`src/hdl/fptc_pkg.sv`:
```
`timescale 1ns / 1ps
`default_nettype none
package fptc_pkg;

   typedef struct packed {
      logic valid;
      logic neg;
   } ctrl_type;

   typedef enum logic [2:0] {
      REG_SENSITIVE_START   = 3'd0,
      REG_DETECTOR_PITCH    = 3'd1,
      REG_DIE_PITCH         = 3'd2,
      REG_CHANNEL_PITCH     = 3'd3,
      REG_DETECTORS_IN_MAT  = 3'd4,
      REG_DIES_PER_DETECTOR = 3'd5,
      REG_CHANNELS_PER_DIE  = 3'd6
   } reg_index_type;

   localparam int REG_INDEX_W = 3;

   localparam int START_RESET      = -266404;
   localparam logic [23:0] DETECTOR_PITCH_RESET = 24'd133612;
   localparam logic [23:0] DIE_PITCH_RESET      = 24'd66437;
   localparam logic [15:0] CHANNEL_PITCH_RESET  = 16'd1024;
   localparam logic [4:0]  DETECTORS_RESET      = 5'd4;
   localparam logic [2:0]  DIES_RESET           = 3'd2;
   localparam logic [7:0]  CHANNELS_RESET       = 8'd64;

   localparam int PITCH_W         = 24;
   localparam int CHAN_PITCH_W    = 16;
   localparam int OFFSET_FRAC     = 10;
   localparam int OFFSET_QW       = 17;
   localparam int CHANNEL_INDEX_W = 9;
   localparam int DETECTOR_INDEX_W = 4;
   localparam int OFFSET_W        = 16;

   localparam logic [17:0] OFFSET_BIAS     = 18'd512;
   localparam logic [17:0] POS_SAT_LIMIT   = 18'd33279;
   localparam logic [17:0] NEG_SAT_LIMIT   = 18'd32256;
   localparam logic [15:0] OFFSET_MAX      = 16'h7fff;
   localparam logic [15:0] OFFSET_MIN      = 16'h8000;

endpackage
`default_nettype wire

```
`src/hdl/fptc_div_cell.sv`:
```
`timescale 1ns / 1ps
`default_nettype none
module fptc_div_cell #(
   parameter int RW = 27,
   parameter int DW = 24,
   parameter int K  = 0,
   parameter int QW = 5,
   parameter int SW = 1
) (
   input  wire logic                clock,
   input  wire logic                reset,
   input  wire fptc_pkg::ctrl_type  ctrl_in,
   input  wire logic [RW-1:0]       rem_in,
   input  wire logic [QW-1:0]       quo_in,
   input  wire logic [SW-1:0]       side_in,
   input  wire logic [DW-1:0]       divisor,
   output fptc_pkg::ctrl_type       ctrl_out,
   output logic      [RW-1:0]       rem_out,
   output logic      [QW-1:0]       quo_out,
   output logic      [SW-1:0]       side_out
);

   localparam int CW = RW + DW + K + 1;

   logic [CW-1:0] rem_x;
   logic [CW-1:0] shifted;
   logic          fits;
   fptc_pkg::ctrl_type ctrl_ff;
   logic [RW-1:0] rem_ff, rem_in_v;
   logic [QW-1:0] quo_ff, quo_in_v;
   logic [SW-1:0] side_ff;

   assign rem_x    = CW'(rem_in);
   assign shifted  = CW'(divisor) << K;
   assign fits     = !ctrl_in.neg && (rem_x >= shifted);
   assign rem_in_v = fits ? rem_in - RW'(shifted) : rem_in;
   assign quo_in_v = fits ? (quo_in | (QW'(1) << K)) : quo_in;

   always_ff @(posedge clock) begin
      if (reset) begin
         ctrl_ff <= '0;
      end else begin
         ctrl_ff <= ctrl_in;
      end
   end

   always_ff @(posedge clock) begin
      rem_ff  <= rem_in_v;
      quo_ff  <= quo_in_v;
      side_ff <= side_in;
   end

   assign ctrl_out = ctrl_ff;
   assign rem_out  = rem_ff;
   assign quo_out  = quo_ff;
   assign side_out = side_ff;

endmodule
`default_nettype wire

```
`src/hdl/fptc_div_row.sv`:
```
`timescale 1ns / 1ps
`default_nettype none
module fptc_div_row #(
   parameter int RW = 27,
   parameter int DW = 24,
   parameter int QW = 5,
   parameter int SW = 1
) (
   input  wire logic          clock,
   input  wire logic          reset,
   input  wire fptc_pkg::ctrl_type ctrl_in,
   input  wire logic [RW-1:0] rem_in,
   input  wire logic [SW-1:0] side_in,
   input  wire logic [DW-1:0] divisor,
   output fptc_pkg::ctrl_type ctrl_out,
   output logic      [RW-1:0] rem_out,
   output logic      [QW-1:0] quo_out,
   output logic      [SW-1:0] side_out
);

   fptc_pkg::ctrl_type c [QW+1];
   logic [RW-1:0] r [QW+1];
   logic [QW-1:0] q [QW+1];
   logic [SW-1:0] s [QW+1];

   assign c[0] = ctrl_in;
   assign r[0] = rem_in;
   assign q[0] = '0;
   assign s[0] = side_in;

   for (genvar i = 0; i < QW; i++) begin : g_cell
      fptc_div_cell #(.RW(RW), .DW(DW), .K(QW - 1 - i), .QW(QW), .SW(SW)) u_cell (
         .clock    (clock),
         .reset    (reset),
         .ctrl_in  (c[i]),
         .rem_in   (r[i]),
         .quo_in   (q[i]),
         .side_in  (s[i]),
         .divisor  (divisor),
         .ctrl_out (c[i+1]),
         .rem_out  (r[i+1]),
         .quo_out  (q[i+1]),
         .side_out (s[i+1])
      );
   end

   assign ctrl_out = c[QW];
   assign rem_out  = r[QW];
   assign quo_out  = q[QW];
   assign side_out = s[QW];

endmodule
`default_nettype wire

```
`src/hdl/fptc_clamp.sv`:
```
`timescale 1ns / 1ps
`default_nettype none
module fptc_clamp #(
   parameter int XW = 27,
   parameter int DW = 24,
   parameter int QW = 5,
   parameter int SW = 1
) (
   input  wire logic          clock,
   input  wire logic          reset,
   input  wire fptc_pkg::ctrl_type ctrl_in,
   input  wire logic [QW-1:0] quo_in,
   input  wire logic [QW-2:0] last,
   input  wire logic [DW-1:0] pitch,
   input  wire logic [XW-1:0] x_in,
   input  wire logic [SW-1:0] side_in,
   output fptc_pkg::ctrl_type ctrl_out,
   output logic      [QW-2:0] quo_out,
   output logic      [XW-1:0] rem_out,
   output logic      [SW-1:0] side_out
);

   localparam int PW = DW + QW - 1;

   logic [QW-2:0] qc;
   fptc_pkg::ctrl_type ctrl1_ff, ctrl2_ff;
   logic [QW-2:0] q1_ff, q2_ff;
   logic [PW-1:0] prod_ff;
   logic [XW-1:0] x1_ff, rem_ff;
   logic [SW-1:0] s1_ff, s2_ff;

   assign qc = (quo_in > QW'(last)) ? last : quo_in[QW-2:0];

   always_ff @(posedge clock) begin
      if (reset) begin
         ctrl1_ff <= '0;
         ctrl2_ff <= '0;
      end else begin
         ctrl1_ff <= ctrl_in;
         ctrl2_ff <= ctrl1_ff;
      end
   end

   always_ff @(posedge clock) begin
      q1_ff   <= qc;
      prod_ff <= PW'(qc) * PW'(pitch);
      x1_ff   <= x_in;
      s1_ff   <= side_in;
      q2_ff   <= q1_ff;
      rem_ff  <= x1_ff - XW'(prod_ff);
      s2_ff   <= s1_ff;
   end

   assign ctrl_out = ctrl2_ff;
   assign quo_out  = q2_ff;
   assign rem_out  = rem_ff;
   assign side_out = s2_ff;

endmodule
`default_nettype wire

```
`src/hdl/fibre_position_to_channel.sv`:
```
`timescale 1ns / 1ps
`default_nettype none
// Throughput: one transaction per cycle; busy is high only during reset.
// Rows of restoring-division cells form each quotient, one quotient bit per cell.
// Reset: synchronous, active high; clears the pipeline and loads register defaults.
// The receiver cannot stall: each result is shown for exactly one cycle.
module fibre_position_to_channel #(
   parameter int POS_WIDTH            = 26,
   parameter int MAX_DETECTORS        = 16,
   parameter int MAX_DIES             = 4,
   parameter int MAX_CHANNELS_PER_DIE = 128
) (
   input  wire logic                          clock,
   input  wire logic                          reset,
   input  wire logic                          start,
   output logic                               busy,
   input  wire logic [POS_WIDTH-1:0]          req_hit_position,
   output logic                               rsp_valid,
   output logic [3:0]                         rsp_detector_index,
   output logic [8:0]                         rsp_channel_index,
   output logic [15:0]                        rsp_offset_in_channel,
   input  wire logic                          psel,
   input  wire logic                          penable,
   input  wire logic                          pwrite,
   input  wire logic [((POS_WIDTH > 32) ? 6 : 5)-1:0] paddr,
   input  wire logic [((POS_WIDTH > 32) ? 64 : 32)-1:0] pwdata,
   output logic      [((POS_WIDTH > 32) ? 64 : 32)-1:0] prdata,
   output logic                               pready
);

   localparam int DATA_W = (POS_WIDTH > 32) ? 64 : 32;
   localparam int AW     = (POS_WIDTH > 32) ? 6 : 5;
   localparam int ALIGN  = (POS_WIDTH > 32) ? 3 : 2;
   localparam int XW     = POS_WIDTH + 1;
   localparam int QBD    = (MAX_DETECTORS > 1) ? $clog2(MAX_DETECTORS) : 1;
   localparam int QBI    = (MAX_DIES > 1) ? $clog2(MAX_DIES) : 1;
   localparam int QBC    = (MAX_CHANNELS_PER_DIE > 1) ? $clog2(MAX_CHANNELS_PER_DIE) : 1;
   localparam int MW     = XW + fptc_pkg::OFFSET_FRAC + 1;
   localparam int CIW    = QBI + QBC + 11;
   localparam int DXW    = (QBD > 4) ? QBD : 4;
   localparam int LATENCY = 12 + QBD + QBI + QBC + fptc_pkg::OFFSET_QW;

   // configuration registers
   logic [POS_WIDTH-1:0] start_ff;
   logic [23:0] det_pitch_ff, die_pitch_ff;
   logic [15:0] chan_pitch_ff;
   logic [4:0]  det_count_ff;
   logic [2:0]  die_count_ff;
   logic [7:0]  chan_count_ff;
   logic        wr_en;
   fptc_pkg::reg_index_type wr_index;

   assign pready   = 1'b1;
   assign busy     = reset;
   assign wr_en    = psel && penable && pwrite && pready;
   assign wr_index = fptc_pkg::reg_index_type'(paddr[AW-1:ALIGN]);

   always_ff @(posedge clock) begin
      if (reset) begin
         start_ff      <= POS_WIDTH'(fptc_pkg::START_RESET);
         det_pitch_ff  <= fptc_pkg::DETECTOR_PITCH_RESET;
         die_pitch_ff  <= fptc_pkg::DIE_PITCH_RESET;
         chan_pitch_ff <= fptc_pkg::CHANNEL_PITCH_RESET;
         det_count_ff  <= fptc_pkg::DETECTORS_RESET;
         die_count_ff  <= fptc_pkg::DIES_RESET;
         chan_count_ff <= fptc_pkg::CHANNELS_RESET;
      end else if (wr_en) begin
         unique case (wr_index)
            fptc_pkg::REG_SENSITIVE_START:   start_ff      <= pwdata[POS_WIDTH-1:0];
            fptc_pkg::REG_DETECTOR_PITCH:    det_pitch_ff  <= pwdata[23:0];
            fptc_pkg::REG_DIE_PITCH:         die_pitch_ff  <= pwdata[23:0];
            fptc_pkg::REG_CHANNEL_PITCH:     chan_pitch_ff <= pwdata[15:0];
            fptc_pkg::REG_DETECTORS_IN_MAT:  det_count_ff  <= pwdata[4:0];
            fptc_pkg::REG_DIES_PER_DETECTOR: die_count_ff  <= pwdata[2:0];
            fptc_pkg::REG_CHANNELS_PER_DIE:  chan_count_ff <= pwdata[7:0];
            default: ;
         endcase
      end
   end

   always_comb begin
      unique case (wr_index)
         fptc_pkg::REG_SENSITIVE_START:   prdata = DATA_W'($signed(start_ff));
         fptc_pkg::REG_DETECTOR_PITCH:    prdata = DATA_W'(det_pitch_ff);
         fptc_pkg::REG_DIE_PITCH:         prdata = DATA_W'(die_pitch_ff);
         fptc_pkg::REG_CHANNEL_PITCH:     prdata = DATA_W'(chan_pitch_ff);
         fptc_pkg::REG_DETECTORS_IN_MAT:  prdata = DATA_W'(det_count_ff);
         fptc_pkg::REG_DIES_PER_DETECTOR: prdata = DATA_W'(die_count_ff);
         fptc_pkg::REG_CHANNELS_PER_DIE:  prdata = DATA_W'(chan_count_ff);
         default:                         prdata = '0;
      endcase
   end

   // effective pitches and last indexes
   logic [23:0] dp_eff, ip_eff;
   logic [15:0] cp_eff;
   logic [QBD-1:0] det_last;
   logic [QBI-1:0] die_last;
   logic [QBC-1:0] chan_last;
   logic [QBC:0]   chan_count_eff;

   assign dp_eff = (det_pitch_ff == '0) ? 24'd1 : det_pitch_ff;
   assign ip_eff = (die_pitch_ff == '0) ? 24'd1 : die_pitch_ff;
   assign cp_eff = (chan_pitch_ff == '0) ? 16'd1 : chan_pitch_ff;

   assign det_last  = (det_count_ff == '0) ? '0 :
                      (32'(det_count_ff) > MAX_DETECTORS) ? QBD'(MAX_DETECTORS - 1) :
                      QBD'(det_count_ff - 5'd1);
   assign die_last  = (die_count_ff == '0) ? '0 :
                      (32'(die_count_ff) > MAX_DIES) ? QBI'(MAX_DIES - 1) :
                      QBI'(die_count_ff - 3'd1);
   assign chan_last = (chan_count_ff == '0) ? '0 :
                      (32'(chan_count_ff) > MAX_CHANNELS_PER_DIE) ?
                      QBC'(MAX_CHANNELS_PER_DIE - 1) : QBC'(chan_count_ff - 8'd1);
   assign chan_count_eff = (QBC + 1)'(chan_last) + (QBC + 1)'(1);

   // subtract sensitive start
   logic [XW-1:0] x_in;
   logic [XW-1:0] x_ff;
   fptc_pkg::ctrl_type c0_ff, c0_in;

   assign x_in  = XW'($signed(req_hit_position)) - XW'($signed(start_ff));
   assign c0_in = {start && !busy, x_in[XW-1]};

   always_ff @(posedge clock) begin
      if (reset) begin
         c0_ff <= '0;
      end else begin
         c0_ff <= c0_in;
      end
   end

   always_ff @(posedge clock) begin
      x_ff <= x_in;
   end

   // photodetector
   fptc_pkg::ctrl_type dr_ctrl, dc_ctrl;
   logic [XW-1:0]  dr_rem;
   logic [QBD:0]   dr_quo;
   logic [XW:0]    dr_side;
   logic [QBD-1:0] det;
   logic [XW-1:0]  in_det;
   logic           dc_side;

   fptc_div_row #(.RW(XW), .DW(24), .QW(QBD + 1), .SW(XW + 1)) u_det_row (
      .clock(clock), .reset(reset), .ctrl_in(c0_ff), .rem_in(x_ff),
      .side_in({c0_ff.neg, x_ff}), .divisor(dp_eff), .ctrl_out(dr_ctrl),
      .rem_out(dr_rem), .quo_out(dr_quo), .side_out(dr_side)
   );

   fptc_clamp #(.XW(XW), .DW(24), .QW(QBD + 1), .SW(1)) u_det_clamp (
      .clock(clock), .reset(reset), .ctrl_in(dr_ctrl), .quo_in(dr_quo),
      .last(det_last), .pitch(dp_eff), .x_in(dr_side[XW-1:0]), .side_in(dr_side[XW]),
      .ctrl_out(dc_ctrl), .quo_out(det), .rem_out(in_det), .side_out(dc_side)
   );

   // die
   fptc_pkg::ctrl_type ir_ctrl, ic_ctrl;
   logic [XW-1:0]      ir_rem;
   logic [QBI:0]       ir_quo;
   logic [XW+QBD:0]    ir_side;
   logic [QBI-1:0]     die;
   logic [XW-1:0]      in_die;
   logic [QBD:0]       ic_side;

   fptc_div_row #(.RW(XW), .DW(24), .QW(QBI + 1), .SW(XW + QBD + 1)) u_die_row (
      .clock(clock), .reset(reset), .ctrl_in(dc_ctrl), .rem_in(in_det),
      .side_in({dc_side, det, in_det}), .divisor(ip_eff), .ctrl_out(ir_ctrl),
      .rem_out(ir_rem), .quo_out(ir_quo), .side_out(ir_side)
   );

   fptc_clamp #(.XW(XW), .DW(24), .QW(QBI + 1), .SW(QBD + 1)) u_die_clamp (
      .clock(clock), .reset(reset), .ctrl_in(ir_ctrl), .quo_in(ir_quo),
      .last(die_last), .pitch(ip_eff), .x_in(ir_side[XW-1:0]),
      .side_in(ir_side[XW+QBD:XW]), .ctrl_out(ic_ctrl), .quo_out(die),
      .rem_out(in_die), .side_out(ic_side)
   );

   // channel
   fptc_pkg::ctrl_type cr_ctrl, cc_ctrl;
   logic [XW-1:0]          cr_rem;
   logic [QBC:0]           cr_quo;
   logic [XW+QBD+QBI:0]    cr_side;
   logic [QBC-1:0]         chan;
   logic [XW-1:0]          rem_c;
   logic [QBD+QBI:0]       cc_side;

   fptc_div_row #(.RW(XW), .DW(16), .QW(QBC + 1), .SW(XW + QBD + QBI + 1)) u_chan_row (
      .clock(clock), .reset(reset), .ctrl_in(ic_ctrl), .rem_in(in_die),
      .side_in({ic_side, die, in_die}), .divisor(cp_eff), .ctrl_out(cr_ctrl),
      .rem_out(cr_rem), .quo_out(cr_quo), .side_out(cr_side)
   );

   fptc_clamp #(.XW(XW), .DW(16), .QW(QBC + 1), .SW(QBD + QBI + 1)) u_chan_clamp (
      .clock(clock), .reset(reset), .ctrl_in(cr_ctrl), .quo_in(cr_quo),
      .last(chan_last), .pitch(cp_eff), .x_in(cr_side[XW-1:0]),
      .side_in(cr_side[XW+QBD+QBI:XW]), .ctrl_out(cc_ctrl), .quo_out(chan),
      .rem_out(rem_c), .side_out(cc_side)
   );

   // scale remainder and form channel index
   logic           p_neg;
   logic [QBD-1:0] p_det;
   logic [QBI-1:0] p_die;
   logic [XW-1:0]  mag;
   logic [CIW-1:0] ch_idx;
   fptc_pkg::ctrl_type p_ctrl_ff, p_ctrl_in;
   logic [MW-1:0]  m_ff;
   logic [8:0]     ch_idx_ff;
   logic [QBD-1:0] p_det_ff;
   logic           p_neg_ff;

   assign p_neg     = cc_side[QBD+QBI];
   assign p_det     = cc_side[QBD+QBI-1:QBI];
   assign p_die     = cc_side[QBI-1:0];
   assign mag       = p_neg ? (XW'(0) - rem_c) : rem_c;
   assign ch_idx    = CIW'(p_die) * CIW'(chan_count_eff) + CIW'(chan);
   assign p_ctrl_in = {cc_ctrl.valid, 1'b0};

   always_ff @(posedge clock) begin
      if (reset) begin
         p_ctrl_ff <= '0;
      end else begin
         p_ctrl_ff <= p_ctrl_in;
      end
   end

   always_ff @(posedge clock) begin
      m_ff      <= MW'({mag, {fptc_pkg::OFFSET_FRAC{1'b0}}});
      ch_idx_ff <= ch_idx[8:0];
      p_det_ff  <= p_det;
      p_neg_ff  <= p_neg;
   end

   // offset within channel
   fptc_pkg::ctrl_type or_ctrl;
   logic [MW-1:0]  or_rem;
   logic [16:0]    or_quo;
   logic [QBD+9:0] or_side;

   fptc_div_row #(.RW(MW), .DW(16), .QW(fptc_pkg::OFFSET_QW), .SW(QBD + 10)) u_off_row (
      .clock(clock), .reset(reset), .ctrl_in(p_ctrl_ff), .rem_in(m_ff),
      .side_in({p_neg_ff, p_det_ff, ch_idx_ff}), .divisor(cp_eff), .ctrl_out(or_ctrl),
      .rem_out(or_rem), .quo_out(or_quo), .side_out(or_side)
   );

   logic           f_neg;
   logic [17:0]    q_pos, q_neg;
   logic [15:0]    off_in;
   logic [DXW-1:0] det_x;
   logic           valid_ff, neg_out_ff;
   logic [3:0]     det_ff;
   logic [8:0]     ch_ff;
   logic [15:0]    off_ff;

   assign f_neg = or_side[QBD+9];
   assign q_pos = 18'(or_quo);
   assign q_neg = 18'(or_quo) + 18'(or_rem != '0);
   assign det_x = DXW'(or_side[QBD+8:9]);

   always_comb begin
      if (f_neg) begin
         off_in = (q_neg > fptc_pkg::NEG_SAT_LIMIT) ? fptc_pkg::OFFSET_MIN :
                  16'(18'(0) - q_neg - fptc_pkg::OFFSET_BIAS);
      end else begin
         off_in = (q_pos > fptc_pkg::POS_SAT_LIMIT) ? fptc_pkg::OFFSET_MAX :
                  16'(q_pos - fptc_pkg::OFFSET_BIAS);
      end
   end

   always_ff @(posedge clock) begin
      if (reset) begin
         valid_ff <= 1'b0;
      end else begin
         valid_ff <= or_ctrl.valid;
      end
   end

   always_ff @(posedge clock) begin
      det_ff     <= det_x[3:0];
      ch_ff      <= or_side[8:0];
      off_ff     <= off_in;
      neg_out_ff <= f_neg;
   end

   assign rsp_valid             = valid_ff;
   assign rsp_detector_index    = det_ff;
   assign rsp_channel_index     = ch_ff;
   assign rsp_offset_in_channel = off_ff;

   a_latency: assert property (@(posedge clock) disable iff (reset)
      (start && !busy) |-> ##LATENCY rsp_valid)
      else $error("accepted transaction produced no result");

   a_no_spurious: assert property (@(posedge clock) disable iff (reset)
      rsp_valid |-> $past(start && !busy, LATENCY))
      else $error("result without an accepted transaction");

   a_before_area: assert property (@(posedge clock) disable iff (reset)
      (rsp_valid && neg_out_ff) |->
         (rsp_detector_index == 4'd0 && rsp_channel_index == 9'd0 &&
          rsp_offset_in_channel[15]))
      else $error("hit before sensitive area mapped to a channel");

endmodule
`default_nettype wire

```
`config.mk`:
```
export PLATFORM = sky130hd
export DESIGN_NAME = fibre_position_to_channel
export DESIGN_NICKNAME = d
export VERILOG_FILES = /design/src/hdl/fptc_pkg.sv /design/src/hdl/fptc_div_cell.sv /design/src/hdl/fptc_div_row.sv /design/src/hdl/fptc_clamp.sv /design/src/hdl/fibre_position_to_channel.sv
export SDC_FILE = /design/constraint.sdc
export NUM_CORES = 2
export LEC_CHECK = 0
export ABC_AREA = 1
export ABC_CLOCK_PERIOD_IN_PS = 7000
export BUFFER_PORTS_ARGS = -buffer_cell sky130_fd_sc_hd__buf_2
export CELL_PAD_IN_SITES_DETAIL_PLACEMENT = 0
export CELL_PAD_IN_SITES_GLOBAL_PLACEMENT = 1
export CORE_AREA = 5 5 493 495
export DETAILED_ROUTE_END_ITERATION = 7
export DIE_AREA = 0 0 498 500
export PLACE_DENSITY_LB_ADDON = 0.1
export SETUP_SLACK_MARGIN = 0.02
export SYNTH_ARGS = -nofsm -noshare
export SYNTH_HDL_FRONTEND = slang
export SYNTH_SLANG_ARGS = --single-unit
```
`constraint.sdc`:
```
create_clock -name clock -period 7 [get_ports clock]
set_clock_uncertainty 0.15 [all_clocks]
set_input_delay 0.7 -clock clock [delete_from_list [all_inputs] [get_ports clock]]
set_output_delay 0.7 -clock clock [all_outputs]
set_load 0.005 [all_outputs]
```
==> flow_results.org <==
** Run status
- Result of the run :: complete, no violations

** Global routing
- The number of global-route vias before repair came to 95,700.
- Entering global routing, the biggest net connects a little under 70 pins.
- Global routing used 28.0% of the available tracks across all layers.
- The first global-routing pass estimated ~550 mm of wire.
- GRT overflow :: 0
- Initial antenna violation count :: 17

** Final layout
- Final standard cell count with taps included and fillers excluded :: 18,200
- Fill cells :: approximately 23,000
- Cell area after layout :: roughly 130,000 µm²
- Total Nets Final :: between 15,000 and 20,000
- In the final layout, the share of cells above drive strength 1 is 5.80%.
- For this run, the share of the core covered by cells in the final layout is a little over half.
- Compared with the post-synthesis result, the final layout area differs by 12.1%.

** Yosys
- The synthesized netlist devotes a little under an eighth of its cell area to adder and majority cells.
- Share of the synthesized area in the top cell type :: between 40% and 50%
- The number of nets in the synthesized netlist is approximately 16,000.
- Post-synthesis cell type with the largest combined area :: sky130_fd_sc_hd__dfxtp_1
- Simple logic cell fraction of the synthesized area :: between 20% and 30%
- The most used flip-flop cell after synthesis is sky130_fd_sc_hd__dfxtp_1.
- The Yosys step of the flow raised 0 warnings.
- Main combinational cell family by area after synthesis :: simple AND/OR/NAND/NOR gates
- Measured against the total synthesized area, the mux share comes to 0%.
- Register bit count reported by yosys :: 2,352
- In the synthesized netlist, the number of instances is approximately 15,000.
- Summing every instance area after synthesis gives 114,000 µm².
- The number of different library cells used by synthesis comes to between 60 and 70.
- In this run, synthesis inferred 0 flip-flops with an integrated enable.
- XOR/XNOR Fraction of Synth Area :: around 6%
- Fraction of registers with async set/reset :: 0%
- Area contributors post-synth :: sky130_fd_sc_hd__dfxtp_1 41%, sky130_fd_sc_hd__nand2_1 10%, sky130_fd_sc_hd__ha_1 9.0%
- Each instance of the synthesized netlist takes up on average just under 8 µm².
- Compound-gate portion of the synthesized area :: between 10% and 20%
- Sequential element share of the synthesized area :: approximately 41%

** Power
- For this design the static power due to leakage is about 57 nW.
- Summed over all nets, the switching power comes to roughly 26 mW.
- Net switching is slightly above 40% of the power.
- The clock network accounts for 22.7% of the total power.
- Pwr/cell area :: 483 nW/µm²
- Per report_power, the sequential group accounts for 35.8% of the total.
- Maximum resistive drop on vdd :: around 340 µV
- Internal power summed over all cells :: roughly 36 mW
- The share of total power dissipated in combinational logic is 41.5%.

** Critical path
- Data required time of the worst path :: 7.57 ns
- Depth of the worst register-to-register path :: 35
- Cell with the largest stage delay on the worst path :: sky130_fd_sc_hd__fa_1
- Across all register-to-register paths, the minimum setup slack is approximately 0.33 ns.
- Max Fanout on Critical Path :: 6
- STA classifies the critical path endpoint as a flop.
- The worst register-to-register path ends at u_chan_clamp.prod_ff[21]$_DFF_P_.
- Worst setup SP type :: flop
- Crit path arrival time :: ~7.2 ns
- Critical path buffer and inverter count :: 8
- In this design, the largest share of critical-path delay is due to adder cells.
- Reg-to-Reg Start :: chan_count_ff[3]$_SDFFE_PP0P_
- Dominant cell type by count on the critical path :: sky130_fd_sc_hd__nand2_1
- In this design, the stage delay of the slowest critical-path cell is roughly 0.55 ns.
- By startpoint and endpoint, the worst setup path is classified as flop to flop.

** Clock network
- Sinks on Clock Net :: around 2,400
- TritonCTS built the clock tree.
- Clock Pin Slew Worst Setup and Hold Paths :: around 0.060 ns
- The H-tree was split into 4 levels.
- Maximum number of buffers from clock root to sink :: 3
- Clock network latency to the later pin of the worst-skew pair :: roughly 0.9 ns
- In this run, CTS created clock tree buffers numbering 240.
- Clock tree synthesis selected as its root buffer the cell sky130_fd_sc_hd__clkbuf_16.

** Min path
- Start point of the worst min-delay path :: req_hit_position[24]
- Hold depth :: 3
- For hold timing, the worst endpoint is x_ff[24]$_DFF_P_.
- Hold WC Path Type :: primary input to flop

** STA
- The count of final hold-check violations came to 0.
- Peak Freq :: around 150 MHz
- The number of pins with negative max-slew slack in the final report came to 0.
- Least-Margin Pin Slew :: 1.19 ns
- Worst max-slew margin expressed relative to the limit :: 20.2%
- Setup violations remaining at the end of the flow were counted as 0.
- Portion of the clock cycle consumed by the worst path in the final layout :: around 95%
- Clock period minus final worst setup slack :: ~6.7 ns

** Die
- Site row count :: around 180
- Vertical die dimension :: about 500 µm
- Floorplan die width :: approximately 500 µm
- The initial utilization of the core area, before any placement, comes to a little under half.
- During I/O placement, the number of pins put on the boundary was around 130.
- The die covers roughly 250,000 µm².
- Std-Cell Core Area :: between 200,000 and 250,000 µm²

** Route
- Summed over all layers, the routed wires come to 360 mm.
- Detailed routing inserted a total of between 90,000 and 100k vias.
- Number of routed nets with antenna violations :: 0
- Drt drc :: 0
- The first detailed-routing pass ran for 8 iterations.
- Number of DRC markers in iteration 0 :: between 6,000 and 7,000
- In the routed layout, each cell is associated on average with a via count of roughly 5.3.
- Dividing the detail-routed wire length by the instance count gives just under 20 µm.

** Job
- Across the run, the number of max-cap violations was 0.

** Place
- After detailed placement, the design holds a cell count of roughly 18,000.
- During placement, the flow inserted port buffers numbering roughly 120.
- Routability-driven placement finished with a final weighted congestion of roughly 0.95.
- Post-place instance area :: between 100,000 and 150,000 µm²
- The wire-length estimate of the detail-placed layout is approximately 280 mm.
-- cell usage after synthesis, types with 68 or more instances --
| cell | number |
|---|---|
| sky130_fd_sc_hd__o21ai_0 | 1082 |
| sky130_fd_sc_hd__nor2_1 | 1564 |
| sky130_fd_sc_hd__nand2_1 | 3040 |
| sky130_fd_sc_hd__nor3_1 | 238 |
| sky130_fd_sc_hd__ha_1 | 819 |
| sky130_fd_sc_hd__fa_1 | 155 |
| sky130_fd_sc_hd__a21o_1 | 77 |
| sky130_fd_sc_hd__inv_1 | 1642 |
| sky130_fd_sc_hd__xnor2_1 | 400 |
| sky130_fd_sc_hd__o21bai_1 | 87 |
| sky130_fd_sc_hd__nand4_1 | 210 |
| sky130_fd_sc_hd__clkbuf_1 | 104 |
| sky130_fd_sc_hd__dfxtp_1 | 2352 |
| sky130_fd_sc_hd__or2_2 | 68 |
| sky130_fd_sc_hd__nand3_1 | 599 |
| sky130_fd_sc_hd__nor4_1 | 92 |
| sky130_fd_sc_hd__buf_2 | 75 |
| sky130_fd_sc_hd__a21oi_1 | 1039 |
| sky130_fd_sc_hd__xor2_1 | 393 |
-- worst max-delay path by stage --
| stage | endpoint | cells after the start | slack (ns) | startpoint |
|---|---|---|---|---|
| after detailed placement | u_chan_clamp.prod_ff[17]$_DFF_P_ | 33 | -0.04 | chan_count_ff[1]$_SDFFE_PP0P_ |
| after global placement | u_chan_clamp.prod_ff[20]$_DFF_P_ | 30 | 0.03 | chan_count_ff[1]$_SDFFE_PP0P_ |
| after global routing | u_chan_clamp.prod_ff[21]$_DFF_P_ | 34 | -0.04 | chan_count_ff[3]$_SDFFE_PP0P_ |
| final | u_chan_clamp.prod_ff[21]$_DFF_P_ | 35 | 0.33 | chan_count_ff[3]$_SDFFE_PP0P_ |
| after floorplan | u_chan_clamp.prod_ff[15]$_DFF_P_ | 34 | 0.63 | chan_count_ff[0]$_SDFFE_PP0P_ |
| after CTS | u_chan_clamp.prod_ff[17]$_DFF_P_ | 31 | 0.03 | chan_count_ff[1]$_SDFFE_PP0P_ |
-- placed cells by master (no fill, tap or decap), drive strengths merged, types with 64 or more instances in the layout --
| master | synthesis | final |
|---|---|---|
| xor2 | 393 | 393 |
| a21o | 77 | 77 |
| buf | 103 | 247 |
| ha | 819 | 819 |
| nor3 | 243 | 243 |
| nand3 | 601 | 601 |
| o21bai | 88 | 88 |
| o21ai | 1154 | 1154 |
| xnor2 | 400 | 400 |
| inv | 1658 | 1695 |
| fa | 155 | 155 |
| or2 | 69 | 69 |
| a21oi | 1041 | 1041 |
| clkbuf | 106 | 305 |
| nand4 | 210 | 210 |
| nor4 | 92 | 92 |
| nand2 | 3054 | 3055 |
| dfxtp | 2352 | 2352 |
| clkinv | 14 | 64 |
| nor2 | 1573 | 1573 |
-- tightest hold or removal path: cells and delay by family --
kind | cells | cell delay, ns
fa+ha+maj | 1 | 0.20
xor+xnor | 1 | 0.08
buf+inv | 1 | 0.09
-- final cells by class --
type                    count  area [µm²]  area share (%)
repair buffers            263        1720            1.35
diodes                      8        20.0          0.0157
clock buffers             305        6610            5.19
multi-input cells       10300       59300            46.6
inverters                1672        6290            4.94
well taps                3167        3960            3.11
clock inverters           152        2240            1.76
flip-flops and latches   2352       47100            37.0
-- sequential cells by signal, summed over array words and instances (netlist names), 36 cells and up --
signal / count
u_die_row.g_cell.u_cell.rem_out: 54
u_chan_row.g_cell.u_cell.side_out: 244
u_off_row.g_cell.u_cell.quo_out: 153
u_det_row.g_cell.u_cell.rem_out: 108
u_chan_row.g_cell.u_cell.quo_out: 36
u_off_row.g_cell.u_cell.rem_out: 531
u_chan_row.g_cell.u_cell.rem_out: 189
u_det_row.g_cell.u_cell.side_out: 130
u_off_row.g_cell.u_cell.side_out: 238
u_die_row.g_cell.u_cell.side_out: 93
-- logic make-up after synthesis --
family / after synthesis
other: 1
XOR/XNOR: 793
buffers and inverters: 1881
AO/OA/AOI/OAI: 2635
AND/OR/NAND/NOR: 5908
flip-flops: 2352
adder cells (fa/ha/maj): 975
-- power by group through the flow --
stage          logic [mW]  clock network [mW]  registers, mW
4_1_cts              25.3                14.2           22.1
3_5_place_dp         25.1                   0           22.3
2_1_floorplan        18.9                   0           20.4
6_report             25.5                13.9           22.0
3_3_place_gp         25.0                   0           22.3
5_1_grt              28.8                14.8           22.5
-- metrics by stage --
step / setup TNS, ns / setup WS [ns] / total power, mW / hold slack (ns)
3_3_place_gp: 0 / 0.0322 / 47.3 / 0.159
6_report: 0 / 0.329 / 61.5 / 0.0813
3_5_place_dp: -0.106 / -0.0423 / 47.4 / 0.162
5_1_grt: -0.0491 / -0.0382 / 66.1 / 0.0294
4_1_cts: 0 / 0.0319 / 61.6 / 0.00196
2_1_floorplan: 0 / 0.626 / 39.3 / 0.160
-- layer usage --
layer  up-vias  global-route usage (%)  part of all wire (%)
met4         6                    10.9                   4.3
met3       693                    3.50                   5.1
met2      2786                    48.5                    47
met5         -                       0                 0.010
met1     45400                    35.7                    43
li1      48300                       -                     -
-- timing repair --
item	4_1_cts	5_1_grt
setup endpoints to repair	7	15
pin swaps	0	9
cloned	0	1
setup buffers	0	14
hold endpoints to repair	40	0
hold buffers	16	0
resized for setup	1	43
(Power assumes the default switching activity.)
